### src/rtl/reu_ram.sv
// reu_ram: generic single-write, single-read synchronous ram with registered read
// no dependencies

module reu_ram #(
    parameter int WIDTH = 8,
    parameter int DEPTH = 16
) (
    input  logic                     i_clk,
    input  logic                     i_we,
    input  logic [$clog2(DEPTH)-1:0] i_waddr,
    input  logic [WIDTH-1:0]         i_wdata,
    input  logic [$clog2(DEPTH)-1:0] i_raddr,
    output logic [WIDTH-1:0]         o_rdata
);

    logic [WIDTH-1:0] r_mem [DEPTH];
    logic [WIDTH-1:0] r_rdata;

    always_ff @(posedge i_clk) begin
        if (i_we) begin
            r_mem[i_waddr] <= i_wdata;
        end
        r_rdata <= r_mem[i_raddr];
    end

    assign o_rdata = r_rdata;

endmodule

### config.mk
export PLATFORM = sky130hd
export DESIGN_NAME = reu_ram
export DESIGN_NICKNAME = d
export VERILOG_FILES = /design/src/rtl/reu_ram.sv
export SDC_FILE = /design/constraint.sdc
export NUM_CORES = 1
export LEC_CHECK = 0
export ABC_AREA = 1
export BUFFER_PORTS_ARGS = -buffer_cell sky130_fd_sc_hd__buf_4
export CAP_MARGIN = 30
export CORE_MARGIN = 3
export CORE_UTILIZATION = 55
export DETAILED_ROUTE_END_ITERATION = 7
export PLACE_DENSITY_LB_ADDON = 0.05
export RECOVER_POWER = 25
export SYNTH_ARGS = -nofsm -noshare
export SYNTH_HDL_FRONTEND = slang
export SYNTH_SLANG_ARGS = --single-unit
### constraint.sdc
create_clock -name i_clk -period 1.3 [get_ports i_clk]
set_input_delay 0.13 -clock i_clk [delete_from_list [all_inputs] [get_ports i_clk]]
set_output_delay 0.13 -clock i_clk [all_outputs]
set_load 0.1 [all_outputs]
==> impl_metrics.env, run 1 <==
export IMPL_status="complete, no violations"
export IMPL_clkTransAtPathRegs_ns=0.06
export IMPL_p_seq_share_pct=46.3
export IMPL_die_y_um=108
export IMPL_post_route_cells_drive_above_1_share_pct=11.6
export IMPL_hold_path_class="input pin to flip-flop"
export IMPL_tritoncts="yes"
export IMPL_netlist_area_um2=5770
export IMPL_synthArstFlopShare_pct=0
export IMPL_yosysMostFrequentCell="nand2_1"
export IMPL_fin_crit_ns=1.25
export IMPL_drtPass1Iterations=5
export IMPL_grt_pass1_wl_mm=19.7
export IMPL_fin_tns_setup_ns=0
export IMPL_cp_start_kind="flip-flop"
export IMPL_p_leak_nw=2.98
export IMPL_route_detailed_drc=0
export IMPL_diodes=0
export IMPL_critical_path_cell_chain="buf_4"
export IMPL_final_period_utilization_pct=96.4
export IMPL_ys_ff_latch=136
export IMPL_p_per_area_nw_per_um2=1550
export IMPL_clock_latency_ns=0.53
export IMPL_relSlewSlack_pct=61.6
export IMPL_finalPower_w=0.0107
export IMPL_fin_nets=624
export IMPL_syn_to_final_growth_pct=19.4
export IMPL_syn_avg_cell_area_um2=10.5
export IMPL_synth_nets=569
export IMPL_required_ns=1.17
export IMPL_rows=36
export IMPL_place_hpwl_mm=7.72
export IMPL_yosys_top_cells_count="nand2_1, edfxtp_1, inv_1"
export IMPL_vias_per_cell=5.05
export IMPL_cts_sinks=136
export IMPL_fmax_mhz=798
export IMPL_synth_edf_count=128
export IMPL_core_um2=10000
export IMPL_dp_cells=710
export IMPL_vdd_drop_max_v=0.00130
export IMPL_fin_skew_ns=0.00718
export IMPL_io_buffer_count=25
export IMPL_rsz0062_at_grt="false"
export IMPL_crit_type="flip-flop to output port"
export IMPL_wl_per_cell_um=16.8
export IMPL_worst_pin_slew_ns=0.576
export IMPL_drtAntennaViolNets=0
export IMPL_maxSlewViolCount=0
export IMPL_grt_pass1_vias=3532
export IMPL_gp_congestion=0.802
export IMPL_crit_fanout=1
export IMPL_p_clk_share_pct=45.4
export IMPL_instances_no_fill=752
export IMPL_vias=3798
export IMPL_clockBufferDepth=2
export IMPL_synth_top_cells_by_area="edfxtp_1, nand2_1, nand3_1, inv_1, dfxtp_1"
export IMPL_path_delay_family="flip-flops"
export IMPL_die_area_um2=11700
export IMPL_p_switching_w=0.00241
export IMPL_syn_inst=551
export IMPL_finalHoldViolations=0
export IMPL_synth_ff_type="edfxtp_1"
export IMPL_yosysUniqueCellTypes=12
export IMPL_setup_viol=0
export IMPL_h_tree_depth=4
export IMPL_ys_seq_area_share_pct=69.4
export IMPL_clk_root_buffer_cell="clkbuf_8"
export IMPL_antenna_found_initial=0
export IMPL_cell_internal_pwr_w=0.00828
export IMPL_crit_arrival_ns=1.12
export IMPL_wl_mm=12.6
export IMPL_grt_max_degree=65
export IMPL_numCtsBuffers=17
export IMPL_yosys_area_top_type_share_pct=66.7
export IMPL_slowest_stage="dfxtp_1"
export IMPL_grt_overflow=0
export IMPL_max_stage_delay_ns=0.31
export IMPL_die_x_um=108
export IMPL_cap_violations=0
export IMPL_worstSetupEndpointType="output port"
export IMPL_yosysWarnings=0
export IMPL_drtIter0Drc=309
export IMPL_grt_usage_pct=23.7
export IMPL_yosysTopAreaCell="edfxtp_1"
export IMPL_power_frac_comb_pct=8.3
export IMPL_io_pins=26
export IMPL_start_util_pct=57.7
export IMPL_sw_frac_of_total_pct=22.5
export IMPL_cp_buffers_inverters=1
==> power groups by stage <==
stage / registers (W) / clock network, W / logic (W)
CTS: 0.00495 / 0.00493 / 0.000897
global placement: 0.00503 / 0 / 0.000839
detailed placement: 0.00503 / 0 / 0.000842
global route: 0.00495 / 0.00512 / 0.000962
floorplan: 0.00522 / 0 / 0.000346
finish: 0.00495 / 0.00485 / 0.000892
==> cell families after synthesis <==
group	Yosys count	share of synthesized area (%)
buffers and inverters	126	9.52
AND/OR/NAND/NOR	289	21.0
flip-flops	136	69.4
==> state kept, by name, summed over array words and instances (netlist names) <==
register,cells
o_rdata,8
r_mem,128
==> path summary, 6_finish.rpt <==
kind | startpoint | end | slack (ns) | depth (start not counted)
setup / recovery | o_rdata[0] | o_rdata[0] | 0.05 | 1
hold / removal | i_raddr[1] | o_rdata[0] | 0.09 | 5
setup reg to reg | r_mem[4][5] | o_rdata[5] | 0.28 | 6
hold reg to reg | r_mem[10][3] | o_rdata[3] | 0.66 | 6
==> per-layer routing <==
layer | global-route usage (%) | wire [um] | part of all wire (%)
met1 | 32.9 | 5880 | 46
met2 | 35.1 | 5730 | 45
met3 | 6.45 | 790 | 6.2
met4 | 11.0 | 248 | 2.0
met5 | 0 | 0 | 0
==> cell usage in the layout (no fill, tap or decap), drive strengths merged <==
master       instances
dlygate4sd3         10
clkinvlp             2
clkinv               6
nand2              173
inv                102
dfxtp                8
edfxtp             128
nand3               97
bufinv               4
nand3b               2
nor2                17
buf                 38
clkbuf              32
==> area by class of cell <==
| class | instances | area, um2 |
|---|---|---|
| fill | 776 | 3110 |
| clock inverter | 12 | 176 |
| clock buffer | 20 | 425 |
| timing repair buffer | 60 | 513 |
| inverter | 102 | 383 |
| tap | 133 | 166 |
| sequential | 136 | 4010 |
| multi-input combinational | 289 | 1210 |
==> what timing repair did <==
| item | 4_1_cts | 5_1_grt |
|---|---|---|
| hold endpoints to repair | 136 | 0 |
| resized for setup | 12 | 2 |
| setup buffers | 0 | 0 |
| endpoints found under the setup margin | 3 | 2 |
| hold buffers | 10 | 0 |
| gates cloned | 0 | 0 |
==> metrics by stage <==
| step | hold slack (ns) | util [%] | setup slack (ns) | instance area [um2] |
|---|---|---|---|---|
| after floorplan | 0.229 | - | 0.219 | 5770 |
| after global placement | 0.458 | 61.8 | 0.115 | 6180 |
| after detailed placement | 0.461 | 61.8 | 0.110 | 6180 |
| after CTS | 0.0610 | 69.2 | 0.0161 | 6920 |
| after global routing | 0.112 | 68.9 | 0.00146 | 6890 |
| final | 0.0890 | 68.9 | 0.0464 | 6890 |
Note: power is estimated with default switching activity, not from simulation.
==> inputs of run 2 (changes only) <==
--- a/config.mk
+++ b/config.mk
@@ -5,7 +5,6 @@
 export SDC_FILE = /design/constraint.sdc
 export NUM_CORES = 1
 export LEC_CHECK = 0
-export ABC_AREA = 1
 export BUFFER_PORTS_ARGS = -buffer_cell sky130_fd_sc_hd__buf_4
 export CAP_MARGIN = 30
 export CORE_MARGIN = 3
==> impl_metrics.env, run 2 <==
export IMPL_status="complete, no violations"
export IMPL_cp_start_kind="flip-flop"
export IMPL_synth_nets=247
export IMPL_io_buffer_count=25
export IMPL_syn_to_final_growth_pct=22.6
export IMPL_fmax_mhz=786
export IMPL_stdcell_area_um2=6310
export IMPL_vias_per_cell=5.80
export IMPL_crit_fanout=1
export IMPL_antenna_found_initial=0
export IMPL_wl_per_cell_um=21.9
export IMPL_layout_commonest_cell="edfxtp_1"
export IMPL_final_period_utilization_pct=97.9
export IMPL_yosysWarnings=0
export IMPL_crit_type="flip-flop to flip-flop"
export IMPL_vdd_drop_max_v=0.000760
export IMPL_start_util_pct=57.9
export IMPL_numCtsBuffers=17
export IMPL_clockBufferDepth=2
export IMPL_die_y_um=103
export IMPL_grt_pass1_vias=2643
export IMPL_netlist_area_um2=5150
export IMPL_synth_ff_type="edfxtp_1"
export IMPL_slowest_stage="mux4_2"
export IMPL_yosysMostFrequentCell="edfxtp_1"
export IMPL_utilization_pct=71.0
export IMPL_yosysUniqueCellTypes=19
export IMPL_max_stage_delay_ns=0.49
export IMPL_fin_crit_ns=1.27
export IMPL_clkTransAtPathRegs_ns=0.07
export IMPL_relSlewSlack_pct=34.8
export IMPL_die_area_um2=10600
export IMPL_maxSlewViolCount=0
export IMPL_fin_nets=315
export IMPL_diodes=0
export IMPL_grt_usage_pct=19.5
export IMPL_yosys_area_top_type_share_pct=74.7
export IMPL_final_cell_mix="edfxtp_1, buf_4, mux4_2"
export IMPL_synthArstFlopShare_pct=0
export IMPL_crit_arrival_ns=1.67
export IMPL_worstSetupEndpointType="flip-flop"
export IMPL_fin_skew_ns=0.0110
export IMPL_largest_register="r_mem"
export IMPL_synth_top_cells_by_area="edfxtp_1, mux4_2, mux4_1, dfxtp_1, a22oi_1"
export IMPL_route_detailed_drc=0
export IMPL_post_cts_setup_buffers=0
export IMPL_cap_violations=0
export IMPL_ys_seq_area_share_pct=77.8
export IMPL_die_x_um=103
export IMPL_cts_sinks=136
export IMPL_setup_viol=0
export IMPL_hold_slack_ns=0.135
export IMPL_rsz0062_at_grt="false"
export IMPL_grt_max_degree=17
export IMPL_required_ns=1.69
export IMPL_path_delay_family="multiplexers"
export IMPL_post_route_cells_drive_above_1_share_pct=39.0
export IMPL_syn_inst=229
export IMPL_drtAntennaViolNets=0
export IMPL_core_um2=8890
export IMPL_critical_path_cell_chain="mux4_2, a22oi_2, nand2_1"
export IMPL_vias=2426
export IMPL_gp_congestion=0.716
export IMPL_grt_overflow=0
export IMPL_h_tree_depth=4
export IMPL_wl_mm=9.15
export IMPL_rows=34
export IMPL_ys_ff_latch=136
export IMPL_syn_avg_cell_area_um2=22.5
export IMPL_grt_pass1_wl_mm=14.5
export IMPL_hold_path_class="input pin to flip-flop"
export IMPL_p_per_area_nw_per_um2=1600
export IMPL_clock_latency_ns=0.51
export IMPL_worst_pin_slew_ns=0.976
export IMPL_tritoncts="yes"
export IMPL_p_leak_nw=2.11
export IMPL_fillers=560
export IMPL_largest_reg_flops=128
export IMPL_io_pins=26
export IMPL_yosys_top_cells_count="edfxtp_1, mux4_2, a22oi_1"
export IMPL_drtIter0Drc=161
export IMPL_reg2reg_slack_ns=0.03
export IMPL_finalHoldViolations=0
export IMPL_finalPower_w=0.0101
export IMPL_synth_edf_count=128
export IMPL_cp_buffers_inverters=0
export IMPL_post_dp_cell_area_um2=5640
export IMPL_drtPass1Iterations=4
export IMPL_yosysTopAreaCell="edfxtp_1"
export IMPL_place_hpwl_mm=5.94
export IMPL_clk_root_buffer_cell="clkbuf_8"
-- run 2: worst register-to-register path, delay by kind of cell, from the launching register on --
family             cells  cell delay [ns]
and+or+nand+nor        1             0.07
DFF                    1             0.36
muxes                  1             0.49
AOI/OAI and AO/OA      1             0.23
-- run 2: kinds of logic after synthesis --
group,count (synthesis),synth area share (%)
DFF,136,77.8
and+or+nand+nor,35,3.18
muxes,32,15.0
AOI/OAI and AO/OA,16,2.33
buffers and inverters,10,1.68
-- run 2: area by class of cell --
cell class | instances | area, um2 | share of cell area, %
flip-flops and latches | 136 | 4010 | 63.5
multi-input cells | 83 | 1090 | 17.3
repair buffers | 59 | 527 | 8.35
clock buffers | 17 | 414 | 6.56
clock inverters | 15 | 140 | 2.22
well taps | 108 | 135 | 2.14
-- run 2: path summary, 6_finish.rpt --
kind	startpoint	to	depth (start not counted)
worst max-delay path	r_mem[11][4]	o_rdata[4]	3
worst min-delay path	i_waddr[0]	r_mem[4][5]	3
worst max register to register	r_mem[11][4]	o_rdata[4]	3
worst min register to register	r_mem[14][3]	o_rdata[3]	3
-- run 2: report_power, final --
| part | leakage [nW] | internal [W] | switching [W] |
|---|---|---|---|
| clock network | 0.253 | 0.00256 | 0.00184 |
| logic | 0.636 | 0.000297 | 0.000475 |
| registers | 1.22 | 0.00490 | 0.0000398 |
-- run 2: repair_timing --
item                                   4_1_cts  5_1_grt
pin swaps                                    2        1
gates cloned                                 0        0
endpoints found under the hold margin      128        0
setup endpoints to repair                    7        8
resized for setup                           14       16
hold buffers                                 8        0
-- run 2: layer usage --
layer  vias up  wire, um  global-route usage (%)
met5         -         0                       0
met4         0       189                    8.07
met3        18       453                    5.35
met2        69      4530                    31.1
met1      1241      3980                    25.7
li1       1098         -                       -
-- run 2: per-stage QoR --
step	cells	setup slack, ns	TNS [ns]
3_5_place_dp	378	-0.192	-3.34
3_3_place_gp	378	-0.177	-2.87
2_1_floorplan	229	-0.0961	-2.94
6_report	418	0.0270	0
5_1_grt	418	0.00165	0
4_1_cts	418	0.000131	0
